**config.mk**
```make
export PLATFORM = sky130hd
export DESIGN_NAME = cfa_ctrl
export DESIGN_NICKNAME = d
export VERILOG_FILES = /design/src/hw/rtl/cfa_pkg.sv /design/src/hw/rtl/cfa_ctrl.sv
export SDC_FILE = /design/constraint.sdc
export NUM_CORES = 1
export LEC_CHECK = 0
export BUFFER_PORTS_ARGS = -buffer_cell sky130_fd_sc_hd__buf_4
export CAP_MARGIN = 10
export CORE_AREA = 2 2 39 41
export DETAILED_ROUTE_END_ITERATION = 7
export DIE_AREA = 0 0 41 43
export PLACE_DENSITY = 0.76
export SLEW_MARGIN = 20
export SYNTH_ARGS = -nofsm -noshare
export SYNTH_HDL_FRONTEND = slang
export SYNTH_SLANG_ARGS = --single-unit
```
**constraint.sdc**
```tcl
create_clock -name clock -period 2.5 [get_ports clock]
set_input_delay 0.25 -clock clock [delete_from_list [all_inputs] [get_ports clock]]
set_output_delay 0.25 -clock clock [all_outputs]
set_load 0.02 [all_outputs]
```
**src/hw/rtl/cfa_pkg.sv**
```systemverilog
`timescale 1ns / 1ps
`default_nettype none
// ----------------------------------------------------------------------------
// cfa_pkg
// shared constants, codes and controller/datapath interface types for the
// contiguous frame allocator
// ----------------------------------------------------------------------------
package cfa_pkg;

   // frames the block can hold; usable frames are capped at 1024 by the index field
   localparam int FRAMES    = 1024;
   localparam int MAP_DEPTH = (FRAMES < 1024) ? FRAMES : 1024;
   localparam int ADDR_W    = $clog2(MAP_DEPTH);

   localparam int COUNT_W   = 11;
   localparam int INDEX_W   = 10;
   localparam int STATUS_W  = 2;
   localparam int SUM_W     = COUNT_W + 2;
   localparam int CSR_IDX_W = 1;

   localparam logic [COUNT_W-1:0] LIMIT_MAX = COUNT_W'(MAP_DEPTH);

   localparam logic OP_ALLOC = 1'b0;
   localparam logic OP_FREE  = 1'b1;

   localparam logic [STATUS_W-1:0] STATUS_DONE     = 2'd0;
   localparam logic [STATUS_W-1:0] STATUS_NO_SPACE = 2'd1;
   localparam logic [STATUS_W-1:0] STATUS_BAD_REQ  = 2'd2;

   localparam logic [CSR_IDX_W-1:0] CSR_FRAME_COUNT = 1'd0;
   localparam logic [CSR_IDX_W-1:0] CSR_BUMP_BASE   = 1'd1;

   localparam logic [COUNT_W-1:0] FRAME_COUNT_RESET = 11'd1024;
   localparam logic [COUNT_W-1:0] BUMP_BASE_RESET   = 11'd0;

   typedef enum logic [3:0] {
      ST_CLEAR,
      ST_IDLE,
      ST_EVAL,
      ST_SCAN_RD,
      ST_SCAN_CHK,
      ST_MARK,
      ST_FREE_WAIT,
      ST_FILL,
      ST_DONE
   } cfa_state_type;

   typedef enum logic [1:0] {
      RES_ALLOC_OK,
      RES_FREE_OK,
      RES_NO_SPACE,
      RES_BAD_REQ
   } cfa_res_type;

   typedef struct packed {
      logic        clr_step;
      logic        load;
      logic        scan_rd;
      logic        scan_chk;
      logic        take_run;
      logic        take_bump;
      logic        mark_step;
      logic        size_rd;
      logic        fill_init;
      logic        fill_step;
      logic        res_set;
      cfa_res_type res_code;
      logic        rsp_load;
   } cfa_cmd_type;

   typedef struct packed {
      logic clr_last;
      logic op_free;
      logic cnt_zero;
      logic idx_bad;
      logic scan_done;
      logic scan_hit;
      logic bump_fail;
      logic walk_done;
      logic rsp_free;
   } cfa_status_type;

endpackage
`default_nettype wire

```
**src/hw/rtl/cfa_ctrl.sv**
```systemverilog
`timescale 1ns / 1ps
`default_nettype none
// ----------------------------------------------------------------------------
// cfa_ctrl
// sequencer for the frame allocator: clearing pass, first-fit scan, bump
// fallback, run marking, run freeing and response hand-off
// ----------------------------------------------------------------------------
module cfa_ctrl
   import cfa_pkg::*;
(
   input  wire logic           clock,
   input  wire logic           reset,
   input  wire logic           req_valid,
   output logic                req_ready,
   input  wire cfa_status_type stat,
   output cfa_cmd_type         cmd
);

   cfa_state_type state_ff;
   cfa_state_type state_in;

   always_ff @(posedge clock) begin
      if (reset) begin
         state_ff <= ST_CLEAR;
      end else begin
         state_ff <= state_in;
      end
   end

   always_comb begin
      state_in     = state_ff;
      req_ready    = 1'b0;
      cmd          = '0;
      cmd.res_code = RES_ALLOC_OK;
      unique case (state_ff)
         ST_CLEAR: begin
            cmd.clr_step = 1'b1;
            if (stat.clr_last) begin
               state_in = ST_IDLE;
            end
         end
         ST_IDLE: begin
            req_ready = 1'b1;
            if (req_valid) begin
               cmd.load = 1'b1;
               state_in = ST_EVAL;
            end
         end
         ST_EVAL: begin
            if (!stat.op_free) begin
               if (stat.cnt_zero) begin
                  cmd.res_set  = 1'b1;
                  cmd.res_code = RES_BAD_REQ;
                  state_in     = ST_DONE;
               end else begin
                  state_in = ST_SCAN_RD;
               end
            end else if (stat.idx_bad) begin
               cmd.res_set  = 1'b1;
               cmd.res_code = RES_BAD_REQ;
               state_in     = ST_DONE;
            end else begin
               cmd.size_rd = 1'b1;
               state_in    = ST_FREE_WAIT;
            end
         end
         ST_SCAN_RD: begin
            if (stat.scan_done) begin
               // no free run: fall back to the bump region, or report no space if the run does not fit there
               if (stat.bump_fail) begin
                  cmd.res_set  = 1'b1;
                  cmd.res_code = RES_NO_SPACE;
                  state_in     = ST_DONE;
               end else begin
                  cmd.take_bump = 1'b1;
                  state_in      = ST_MARK;
               end
            end else begin
               cmd.scan_rd = 1'b1;
               state_in    = ST_SCAN_CHK;
            end
         end
         ST_SCAN_CHK: begin
            if (stat.scan_hit) begin
               cmd.take_run = 1'b1;
               state_in     = ST_MARK;
            end else begin
               cmd.scan_chk = 1'b1;
               state_in     = ST_SCAN_RD;
            end
         end
         ST_MARK: begin
            if (stat.walk_done) begin
               cmd.res_set  = 1'b1;
               cmd.res_code = RES_ALLOC_OK;
               state_in     = ST_DONE;
            end else begin
               cmd.mark_step = 1'b1;
            end
         end
         ST_FREE_WAIT: begin
            cmd.fill_init = 1'b1;
            state_in      = ST_FILL;
         end
         ST_FILL: begin
            if (stat.walk_done) begin
               cmd.res_set  = 1'b1;
               cmd.res_code = RES_FREE_OK;
               state_in     = ST_DONE;
            end else begin
               cmd.fill_step = 1'b1;
            end
         end
         ST_DONE: begin
            if (stat.rsp_free) begin
               cmd.rsp_load = 1'b1;
               state_in     = ST_IDLE;
            end
         end
         default: begin
            state_in = ST_CLEAR;
         end
      endcase
   end

endmodule
`default_nettype wire

```
==> results.json, run 1 <==
{
  "status": "completed",
  "internal_power_uw": 262,
  "grt_max_degree": 20,
  "grt_pass1_wl_um": 2140,
  "routed_wl_um": 1430,
  "ys_seq_elements": 4,
  "die_h_um": 43,
  "syn_to_final_growth_pct": 40.8,
  "fin_nets": 108,
  "die_w_um": 41,
  "max_freq_mhz": 489,
  "syn_area_sq_um": 515,
  "start_util": 0.373,
  "crit_type": "reg -> out",
  "diodes": 0,
  "yosys.area.top_type": "dfxtp_1",
  "synth_top_area_frac": 0.155,
  "dp.cells": 107,
  "synth_seq_area_share": 0.155,
  "pin_count": 27,
  "final_cells": 110,
  "period_needed_ns": 2.04,
  "synth_warnings": 0,
  "cts_tree": "yes",
  "cts_hold_buffers": 0,
  "place_congestion": 0.785,
  "drv_slew": 0,
  "holdCritStartpoint": "reset",
  "dpl.hpwl_um": 1130,
  "peakVddDrop_uv": 269,
  "grt.overflow.total": 0,
  "setup_viol": 0,
  "clkLatencyLatePin_ns": 0.24,
  "largest_registers": "state_ff: 4 flops",
  "clk_pin_slew_ns": 0.04,
  "synth_fp_nets": 81,
  "routed_via_density": 5.56,
  "p_seq_frac": 0.247,
  "skew_ns": 0.00407,
  "rr_startpoint": "state_ff[1]",
  "num_vias": 612,
  "drive_gt1_frac": 0.372,
  "wl_per_cell_um": 13.0,
  "core_area_sq_um": 1380,
  "ys_async_sr_fraction": 0,
  "path_max_fanout": 9,
  "drv_cap": 0,
  "drt-pass1-iter-count": 4,
  "finalSetupTns_ns": 0,
  "final.setup.worst_slack_ns": 0.456,
  "rsz0062_at_grt": "no",
  "synthFlopType": "dfxtp_1",
  "power_frac_comb": 0.584,
  "synth_common_cells": "nand2_1, nor2_1, nor3_1",
  "power_density_nw_per_um2": 649,
  "drt-initial-drc-count": 13,
  "numCtsBuffers": 3,
  "worstPathArrival_ns": 1.79,
  "numPortBuffers": 26,
  "num_rows": 14,
  "synth_area_leaders": "dfxtp_1, nor3b_1, a2111oi_4",
  "clkSinkCount": 4,
  "regMostFlops": "state_ff",
  "clockBufferDepth": 2,
  "fill_cells": 140,
  "r2r_end": "state_ff[1]",
  "syn_avg_cell_area_sq_um": 7.47,
  "worst_slew_pin_slew_ns": 0.598,
  "ys_types": 36,
  "grt_pass1_vias": 547,
  "startpoint_type": "register",
  "hold_viol": 0,
  "drcViolationCount": 0,
  "switching_share": 0.443,
  "min_path_cells": 2,
  "period_share": 0.818,
  "grt_antenna_before_repair": 0,
  "required_ns": 2.25,
  "power.share.clock": 0.169,
  "rrSetupSlack_ns": 0.77,
  "endpoint_kind": "output port",
  "finalPower_uw": 471,
  "htreeDepth": 1,
  "cts_resized": 0,
  "detail-route-antenna-nets": 0,
  "netlist_instances": 69,
  "postCtsSetupBuffers": 0,
  "die_area_sq_um": 1760,
  "reg2regPathDepth": 4,
  "leakage_uw": 0.000328,
  "synth_edf_count": 0,
  "hold_end": "state_ff[1]",
  "cts_root_buffer": "clkbuf_4",
  "dp_slack_ns": 0.713,
  "grt_usage": 0.173,
  "largest_register_ffs": 4,
  "slew_headroom": 0.600,
  "p_sw_uw": 208,
  "hp-class": "in -> reg"
}
-- power groups by stage --
stage	sequential (uW)	combinational, uW	clock [uW]
floorplan	84.2	223	0
global placement	114	271	0
detailed placement	116	275	0
CTS	114	276	78.8
global route	120	301	83.1
finish	116	275	79.7
-- layout make-up --
type                            instances  area [sq um]  share of cell area
Multi-Input combinational cell         58           389               0.536
Timing Repair Buffer                   28           210               0.290
Sequential cell                         4          80.1               0.110
Clock buffer                            3          22.5              0.0310
Tap cell                               16          20.0              0.0276
Inverter                                1          3.75             0.00517
-- how the worst max path moves through the flow --
stage / start / endpoint / slack [ns]
global route: state_ff[0] / cmd[3] / 0.39
floorplan: state_ff[2] / state_ff[3] / 0.76
finish: state_ff[0] / cmd[3] / 0.46
global placement: state_ff[0] / cmd[3] / 0.81
CTS: state_ff[0] / cmd[3] / 0.48
detailed placement: state_ff[0] / cmd[3] / 0.71
-- stage by stage --
step | hold slack (ns) | util | cell area (sq um)
after floorplan | 0.319 | - | 515
after global routing | 0.204 | 0.524 | 726
after detailed placement | 0.439 | 0.508 | 703
after CTS | 0.201 | 0.524 | 726
final | 0.199 | 0.524 | 726
after global placement | 0.440 | 0.508 | 703
-- cells by family (layout without fill, tap and decap cells) --
logic type             count (synthesis)  after routing  synth area share
buffers and inverters                  7             32            0.0898
AOI/OAI and AO/OA                     13             13             0.231
muxes                                  2              2            0.0388
DFF                                    4              4             0.155
and+or+nand+nor                       43             43             0.485
-- cell usage in the layout, fill, tap and decap left out, drive strengths merged, types with 2 or more instances in the layout --
cell type  count
buf           28
nor2           7
nand2          7
nor3           5
nor3b          4
dfxtp          4
nand2b         3
and2           3
clkbuf         3
mux2i          2
a31oi          2
and2b          2
nor4           2
a21oi          2
-- layer usage --
layer  up-vias  part of all wire  global-route usage
met5         -                 0                   0
met4         0             0.013              0.0800
met3         3             0.064              0.0157
met2        23              0.49               0.288
met1       283              0.43               0.211
li1        303                 -                   -
-- worst max-delay path, stage by stage (launching register included) --
cell and delay (ns):
dfxtp_1 0.44, buf_4 0.21, and2b_1 0.21, a2111oi_4 0.39, a31o_2 0.17, buf_4 0.13
No activity file was read; power rests on OpenSTA's default activity.
==> inputs of run 2 (changes only) <==
--- a/config.mk
+++ b/config.mk
@@ -5,12 +5,13 @@
 export SDC_FILE = /design/constraint.sdc
 export NUM_CORES = 1
 export LEC_CHECK = 0
+export ABC_AREA = 1
 export BUFFER_PORTS_ARGS = -buffer_cell sky130_fd_sc_hd__buf_4
 export CAP_MARGIN = 10
-export CORE_AREA = 2 2 39 41
+export CORE_MARGIN = 2
+export CORE_UTILIZATION = 39
 export DETAILED_ROUTE_END_ITERATION = 7
-export DIE_AREA = 0 0 41 43
-export PLACE_DENSITY = 0.76
+export PLACE_DENSITY = 0.79
 export SLEW_MARGIN = 20
 export SYNTH_ARGS = -nofsm -noshare
 export SYNTH_HDL_FRONTEND = slang
==> constraint.sdc (replaced) <==
create_clock -name clock -period 1.8 [get_ports clock]
set_input_delay 0.18 -clock clock [delete_from_list [all_inputs] [get_ports clock]]
set_output_delay 0.18 -clock clock [all_outputs]
set_load 0.02 [all_outputs]
==> run 2 against run 1 <==
Effect of this change:
- worst setup slack lost 0.18 ns
- combinational power grew 140%
- clock power grew 41%
- clock-buffer cell count is the same
- clock skew grew 0.00058 ns
- highest routed layer unchanged
==> results.json, run 2 <==
{
  "status": "completed",
  "dp.cells": 123,
  "ys_seq_elements": 4,
  "numCtsBuffers": 3,
  "holdCritStartpoint": "reset",
  "synth_edf_count": 0,
  "grt_usage": 0.160,
  "wl_met2_um": 584,
  "finalSetupTns_ns": 0,
  "setup_viol": 0,
  "synthFlopType": "dfxtp_1",
  "start_util": 0.413,
  "power_density_nw_per_um2": 1260,
  "pin_count": 27,
  "regMostFlops": "state_ff",
  "htreeDepth": 1,
  "utilization": 0.588,
  "grt_pass1_vias": 467,
  "ys_types": 22,
  "synth_seq_area_share": 0.151,
  "crit_type": "reg -> out",
  "die_w_um": 40.9,
  "drv_slew": 0,
  "drv_cap": 0,
  "fin_hold_ws_ns": 0.213,
  "syn_avg_cell_area_sq_um": 6.39,
  "wl_met3_um": 75,
  "grt_antenna_before_repair": 0,
  "mostFrequentLayoutCells": "buf_4, inv_1, nor2_1",
  "drcViolationCount": 0,
  "path_delay_family": "flip-flops",
  "drt-initial-drc-count": 5,
  "skew_ns": 0.00465,
  "crit_chain": "nand2_2 -> nor2_4 -> nand2_4 -> o21ai_0 -> buf_4",
  "min_path_cells": 4,
  "num_vias": 589,
  "required_ns": 1.62,
  "period_share": 0.849,
  "cts_hold_buffers": 0,
  "final_common_cell": "buf_4",
  "syn_to_final_growth_pct": 42.5,
  "ys_async_sr_fraction": 0,
  "dpl.hpwl_um": 1040,
  "largest_register_ffs": 4,
  "routed_via_density": 4.67,
  "synth_warnings": 0,
  "netlist_instances": 83,
  "hold_viol": 0,
  "clkLatencyLatePin_ns": 0.24,
  "leakage_uw": 0.000449,
  "synth_area_leaders": "dfxtp_1, nand3_2, inv_1",
  "final_cells": 126,
  "synth_common_cells": "inv_1, nor2_1, nand2_1",
  "rsz0062_at_grt": "no",
  "die_h_um": 40.9,
  "place_congestion": 0.796,
  "synth_fp_nets": 95,
  "grt_max_degree": 9,
  "clk_pin_slew_ns": 0.04,
  "worst_slew_pin_slew_ns": 0.304,
  "rrSetupSlack_ns": 0.62,
  "slew_headroom": 0.797,
  "synth_top_area_frac": 0.151,
  "clockBufferDepth": 2,
  "reg2regPathDepth": 6,
  "cpMaxStageDelayCell": "dfxtp_1",
  "cts_tree": "yes",
  "largest_registers": "state_ff: 4 flops",
  "drive_gt1_frac": 0.477,
  "drt-pass1-iter-count": 5,
  "cts_root_buffer": "clkbuf_4",
  "grt.overflow.total": 0,
  "grt_pass1_wl_um": 1750,
  "worstPathArrival_ns": 1.35,
  "yosys.area.top_type": "dfxtp_1",
  "critical_path.max_stage_delay_ns": 0.49,
  "syn_area_sq_um": 531,
  "num_rows": 13,
  "fin_nets": 125,
  "max_freq_mhz": 654,
  "endpoint_kind": "output port",
  "rr_startpoint": "state_ff[1]",
  "startpoint_type": "register",
  "die_area_sq_um": 1670,
  "hold_end": "state_ff[1]",
  "peakVddDrop_uv": 657,
  "diodes": 0,
  "core_area_sq_um": 1280,
  "period_needed_ns": 1.53,
  "routed.top_layer": "met4",
  "numPortBuffers": 26,
  "detail-route-antenna-nets": 0,
  "hp-class": "in -> reg",
  "crit_buf_inv": 1,
  "r2r_end": "state_ff[0]",
  "met1_length_um": 521,
  "path_max_fanout": 8,
  "postCtsSetupBuffers": 0,
  "cts_resized": 0,
  "clkSinkCount": 4,
  "routed_wl_um": 1190,
  "wl_per_cell_um": 9.44
}
run 2: changes by cell type after synthesis, sizes merged, moves of 3 or more:
cell,previous run,this run
inv,1,17
nand2,7,19
nor2,7,19
nand3,1,10
nor3b,4,0
o21ai,0,4
and2,3,0
buf,4,1
nand2b,3,0
nor3,5,2
run 2: layer usage:
layer  up-vias  track usage
met5         -            0
met3         2       0.0761
met4         0       0.0333
met2        18        0.262
li1        318            -
met1       251        0.188
run 2: worst reg2reg max path, cell delays in order, from the launching register on:
cell and delay, ns:
dfxtp_1 0.49, nor2_2 0.12, nand2_2 0.10, nand2_1 0.05, nand3b_1 0.16, nor2_1 0.11, nor2_1 0.05
run 2: stage by stage:
stage	total power, uW	setup slack (ns)	area (sq um)
after floorplan	671	0.434	531
after global placement	834	0.533	733
after detailed placement	852	0.509	733
after CTS	968	0.254	756
after global routing	1050	0.144	756
final	955	0.272	756
run 2: cell families (layout without fill, tap and decap cells):
kind of cell | Yosys count | in the layout | share of synthesized area
AO/OA/AOI/OAI | 7 | 7 | 0.0755
buffers and inverters | 18 | 46 | 0.142
flip-flops | 4 | 4 | 0.151
AND/OR/NAND/NOR | 54 | 54 | 0.632
run 2: power by group:
group          internal [uW]  switching, uW
clock network           74.6           37.2
logic                    262            403
registers                120           58.8
total                    456            499
run 2: worst max-delay path by stage:
stage	startpoint	endpoint	slack [ns]	cells past startpoint
after floorplan	state_ff[2]	cmd[1]	0.43	4
after global placement	state_ff[1]	cmd[1]	0.53	5
after detailed placement	state_ff[1]	cmd[1]	0.51	5
after CTS	state_ff[1]	cmd[1]	0.25	5
after global routing	state_ff[1]	cmd[1]	0.14	5
final	state_ff[1]	cmd[1]	0.27	5
run 2: final cells by class:
| cell class | instances | area, sq um |
|---|---|---|
| sequential | 4 | 80.1 |
| tap | 15 | 18.8 |
| multi-input combinational | 61 | 375 |
| timing repair buffer | 26 | 195 |
| inverter | 17 | 63.8 |
| clock buffer | 3 | 22.5 |
| fill | 130 | 529 |
==> inputs of run 3 (changes only) <==
--- a/config.mk
+++ b/config.mk
@@ -5,7 +5,7 @@
 export SDC_FILE = /design/constraint.sdc
 export NUM_CORES = 1
 export LEC_CHECK = 0
-export ABC_AREA = 1
+export ABC_AREA = 0
 export BUFFER_PORTS_ARGS = -buffer_cell sky130_fd_sc_hd__buf_4
 export CAP_MARGIN = 10
 export CORE_MARGIN = 2
==> constraint.sdc (replaced) <==
create_clock -name clock -period 1.25 [get_ports clock]
set_input_delay 0.125 -clock clock [delete_from_list [all_inputs] [get_ports clock]]
set_output_delay 0.125 -clock clock [all_outputs]
set_load 0.02 [all_outputs]
==> run 3 against run 2 <==
Effect of this change:
- the flow now stops in global routing (5_1_grt)
- synthesized cell count down 17%
- synthesized area down 2.8%
==> results.json, run 3 <==
{
  "start_util": 0.406,
  "synthMuxAreaShare": 0.0388,
  "synth_seq_area_share": 0.155,
  "clockBufferDepth": 2,
  "cts_hold_buffers": 0,
  "syn_avg_cell_area_sq_um": 7.47,
  "stop_error": "[ERROR DPL-0038] Utilization greater than 100%, impossible to legalize",
  "synthFlopType": "dfxtp_1",
  "synth_fp_nets": 81,
  "ys_async_sr_fraction": 0,
  "ys_types": 36,
  "die_h_um": 40.4,
  "grt_max_degree": 9,
  "synth_common_cells": "nand2_1, nor2_1, nor3_1",
  "synth_warnings": 0,
  "synth_edf_count": 0,
  "synth_top_area_frac": 0.155,
  "pin_count": 27,
  "clkSinkCount": 4,
  "status": "did not finish",
  "netlist_instances": 69,
  "cts_root_buffer": "clkbuf_4",
  "numPortBuffers": 26,
  "yosys.area.top_type": "dfxtp_1",
  "lastStage": "global routing (5_1_grt)",
  "numCtsBuffers": 3,
  "worst-ep-kind": "output port",
  "ys_seq_elements": 4,
  "crit_endpoint": "cmd[3]",
  "die_w_um": 40.4,
  "synth-adder-area-share": 0,
  "synth-xor-area-share": 0,
  "synthSimpleGateAreaFrac": 0.485,
  "syn_area_sq_um": 515,
  "synth_area_leaders": "dfxtp_1, nor3b_1, a2111oi_4",
  "synth-compound-area-share": 0.231,
  "synth_top_family_by_area": "simple AND/OR/NAND/NOR gates",
  "place_congestion": 0.828,
  "htreeDepth": 1,
  "num_rows": 13,
  "dpl.hpwl_um": 1490
}
==> run 3: cell types whose count changed after synthesis, moves of 3 or more <==
cell      delta
inv_2        -3
nand3_2      -7
inv_1       -13
and2_1       +3
nand2_1      -6
nor3b_1      +4
nor3_1       +3
nand2b_1     +3
nand2_2      -5
nor2_1       -7
nor2_4       -3
==> run 3: logic make-up after synthesis <==
kind of cell | after synthesis
buffers and inverters | 7
and+or+nand+nor | 43
AOI/OAI and AO/OA | 13
DFF | 4
muxes | 2
==> run 3: per-stage QoR <==
step	setup slack (ns)	instances	utilization	TNS [ns]	instance area, sq um
2_1_floorplan	-0.151	69	-	-0.465	598
3_3_place_gp	-0.193	127	0.754	-1.20	957
3_5_place_dp	-0.261	127	0.754	-1.59	957
4_1_cts	-0.320	140	0.945	-3.41	1200
==> run 3: what timing repair did <==
item / in CTS
cloned: 0
pin swaps: 11
setup endpoints to repair: 19
hold endpoints to repair: 0
buffers inserted: 11
resized for setup: 38
==> inputs of run 4 (changes only) <==
--- a/config.mk
+++ b/config.mk
@@ -8,10 +8,10 @@
 export ABC_AREA = 0
 export BUFFER_PORTS_ARGS = -buffer_cell sky130_fd_sc_hd__buf_4
 export CAP_MARGIN = 10
-export CORE_MARGIN = 2
-export CORE_UTILIZATION = 39
+export CORE_AREA = 2 2 63 65
 export DETAILED_ROUTE_END_ITERATION = 7
-export PLACE_DENSITY = 0.79
+export DIE_AREA = 0 0 65 67
+export PLACE_DENSITY_LB_ADDON = 0.15
 export SLEW_MARGIN = 20
 export SYNTH_ARGS = -nofsm -noshare
 export SYNTH_HDL_FRONTEND = slang
==> constraint.sdc (replaced) <==
create_clock -name clock -period 1.6 [get_ports clock]
set_input_delay 0.16 -clock clock [delete_from_list [all_inputs] [get_ports clock]]
set_output_delay 0.16 -clock clock [all_outputs]
set_load 0.02 [all_outputs]
==> run 4 against run 3 <==
Effect of this change:
- the flow now finishes without violations
==> results.json, run 4 (synthesis gave the netlist of run 1 again) <==
{
  "hold_viol": 0,
  "drv_cap": 0,
  "slew_headroom": 0.797,
  "grt_usage": 0.0882,
  "grt_max_degree": 13,
  "cts_tree": "yes",
  "start_util": 0.143,
  "required_ns": 1.44,
  "regMostFlops": "state_ff",
  "worstPathArrival_ns": 1.37,
  "max_freq_mhz": 655,
  "crit_type": "reg -> out",
  "clkLatencyLatePin_ns": 0.22,
  "drv_slew": 0,
  "power_density_nw_per_um2": 1030,
  "path_max_fanout": 5,
  "endpoint_kind": "output port",
  "diodes": 0,
  "routed_via_density": 4.20,
  "final.setup.worst_slack_ns": 0.0723,
  "final_common_cell": "buf_4",
  "die_w_um": 65,
  "cts_root_buffer": "clkbuf_8",
  "worst_slew_pin_slew_ns": 0.301,
  "setup_viol": 0,
  "drt-pass1-iter-count": 4,
  "routed_wl_um": 1880,
  "hp-class": "in -> reg",
  "leakage_uw": 0.000394,
  "period_share": 0.955,
  "dpl.hpwl_um": 1460,
  "grt_pass1_wl_um": 2860,
  "skew_ns": 0.000608,
  "finalSetupTns_ns": 0,
  "syn_to_final_growth_pct": 74.3,
  "die_area_sq_um": 4360,
  "mostFrequentLayoutCells": "buf_4, nand2_1, nor2_1",
  "finish.instance_area_sq_um": 898,
  "wl_per_cell_um": 12.3,
  "critical_path.max_stage_delay_ns": 0.34,
  "startpoint_type": "register",
  "fin_nets": 118,
  "placedInstanceArea_sq_um": 800,
  "htreeDepth": 1,
  "finalPower_uw": 926,
  "core_area_sq_um": 3610,
  "largest_register_ffs": 4,
  "largest_registers": "state_ff: 4 flops",
  "grt_antenna_before_repair": 0,
  "clk_pin_slew_ns": 0.03,
  "die_h_um": 67,
  "dp_slack_ns": 0.0862,
  "crit_chain": "and2b_1 -> a2111oi_4 -> buf_4 -> buf_6",
  "drt-initial-drc-count": 30,
  "rrSetupSlack_ns": 0.13,
  "grt.overflow.total": 0,
  "fin_hold_ws_ns": 0.137,
  "seq_area_sq_um": 90.1,
  "multi_input_comb_area_sq_um": 417,
  "num_rows": 22,
  "cpMaxStageDelayCell": "dfxtp_2",
  "period_needed_ns": 1.53,
  "pin_count": 27,
  "drive_gt1_frac": 0.529,
  "grt_pass1_vias": 608,
  "place_congestion": 0.741,
  "fill_cells": 404,
  "numCtsBuffers": 3,
  "clockBufferDepth": 2,
  "clkSinkCount": 4,
  "status": "completed",
  "peakVddDrop_uv": 389,
  "detail-route-antenna-nets": 0,
  "num_vias": 639,
  "drcViolationCount": 0,
  "numPortBuffers": 26
}
run 4: final cells by class:
type,instances,area share
inverter,1,0.00418
tap,48,0.0669
multi-input combinational,58,0.464
timing repair buffer,38,0.319
sequential,4,0.100
clock buffer,3,0.0460
run 4: worst max-delay path, delay by kind of cell (launching register included):
kind / cells / cell delay [ns]
AND/OR/NAND/NOR: 1 / 0.21
buffers and inverters: 2 / 0.29
AO/OA/AOI/OAI: 1 / 0.31
flip-flops: 1 / 0.34
run 4: metrics by stage:
| step | std cells | util |
|---|---|---|
| 2_1_floorplan | 69 | - |
| 3_3_place_gp | 145 | 0.222 |
| 5_1_grt | 152 | 0.249 |
| 3_5_place_dp | 145 | 0.222 |
| 4_1_cts | 149 | 0.237 |
| 6_report | 152 | 0.249 |
run 4: path summary, 6_finish.rpt:
kind | to | depth (start not counted) | from
max reg2reg | state_ff[1] | 5 | state_ff[0]
min | state_ff[1] | 2 | reset
max | cmd[2] | 4 | state_ff[0]
min reg2reg | state_ff[2] | 2 | state_ff[1]
run 4: timing repair:
item / CTS / global route
setup endpoints to repair: 5 / 5
buffers inserted: 1 / 3
hold buffers: 0 / 0
gates resized for setup: 5 / 6
pin swaps: 1 / 1
run 4: layer usage:
metal | routed length, um | vias to the layer above | GRT usage
met3 | 128 | 2 | 0.0355
met1 | 920 | 289 | 0.113
met4 | 25 | 0 | 0.0346
met5 | 0 | - | 0
met2 | 803 | 23 | 0.131
li1 | - | 325 | -
run 4: power breakdown:
part	switching [uW]	leakage, uW	internal (uW)
logic	272	0.000337	274
clock network	52.3	0.0000216	160
registers	41.3	0.0000349	126
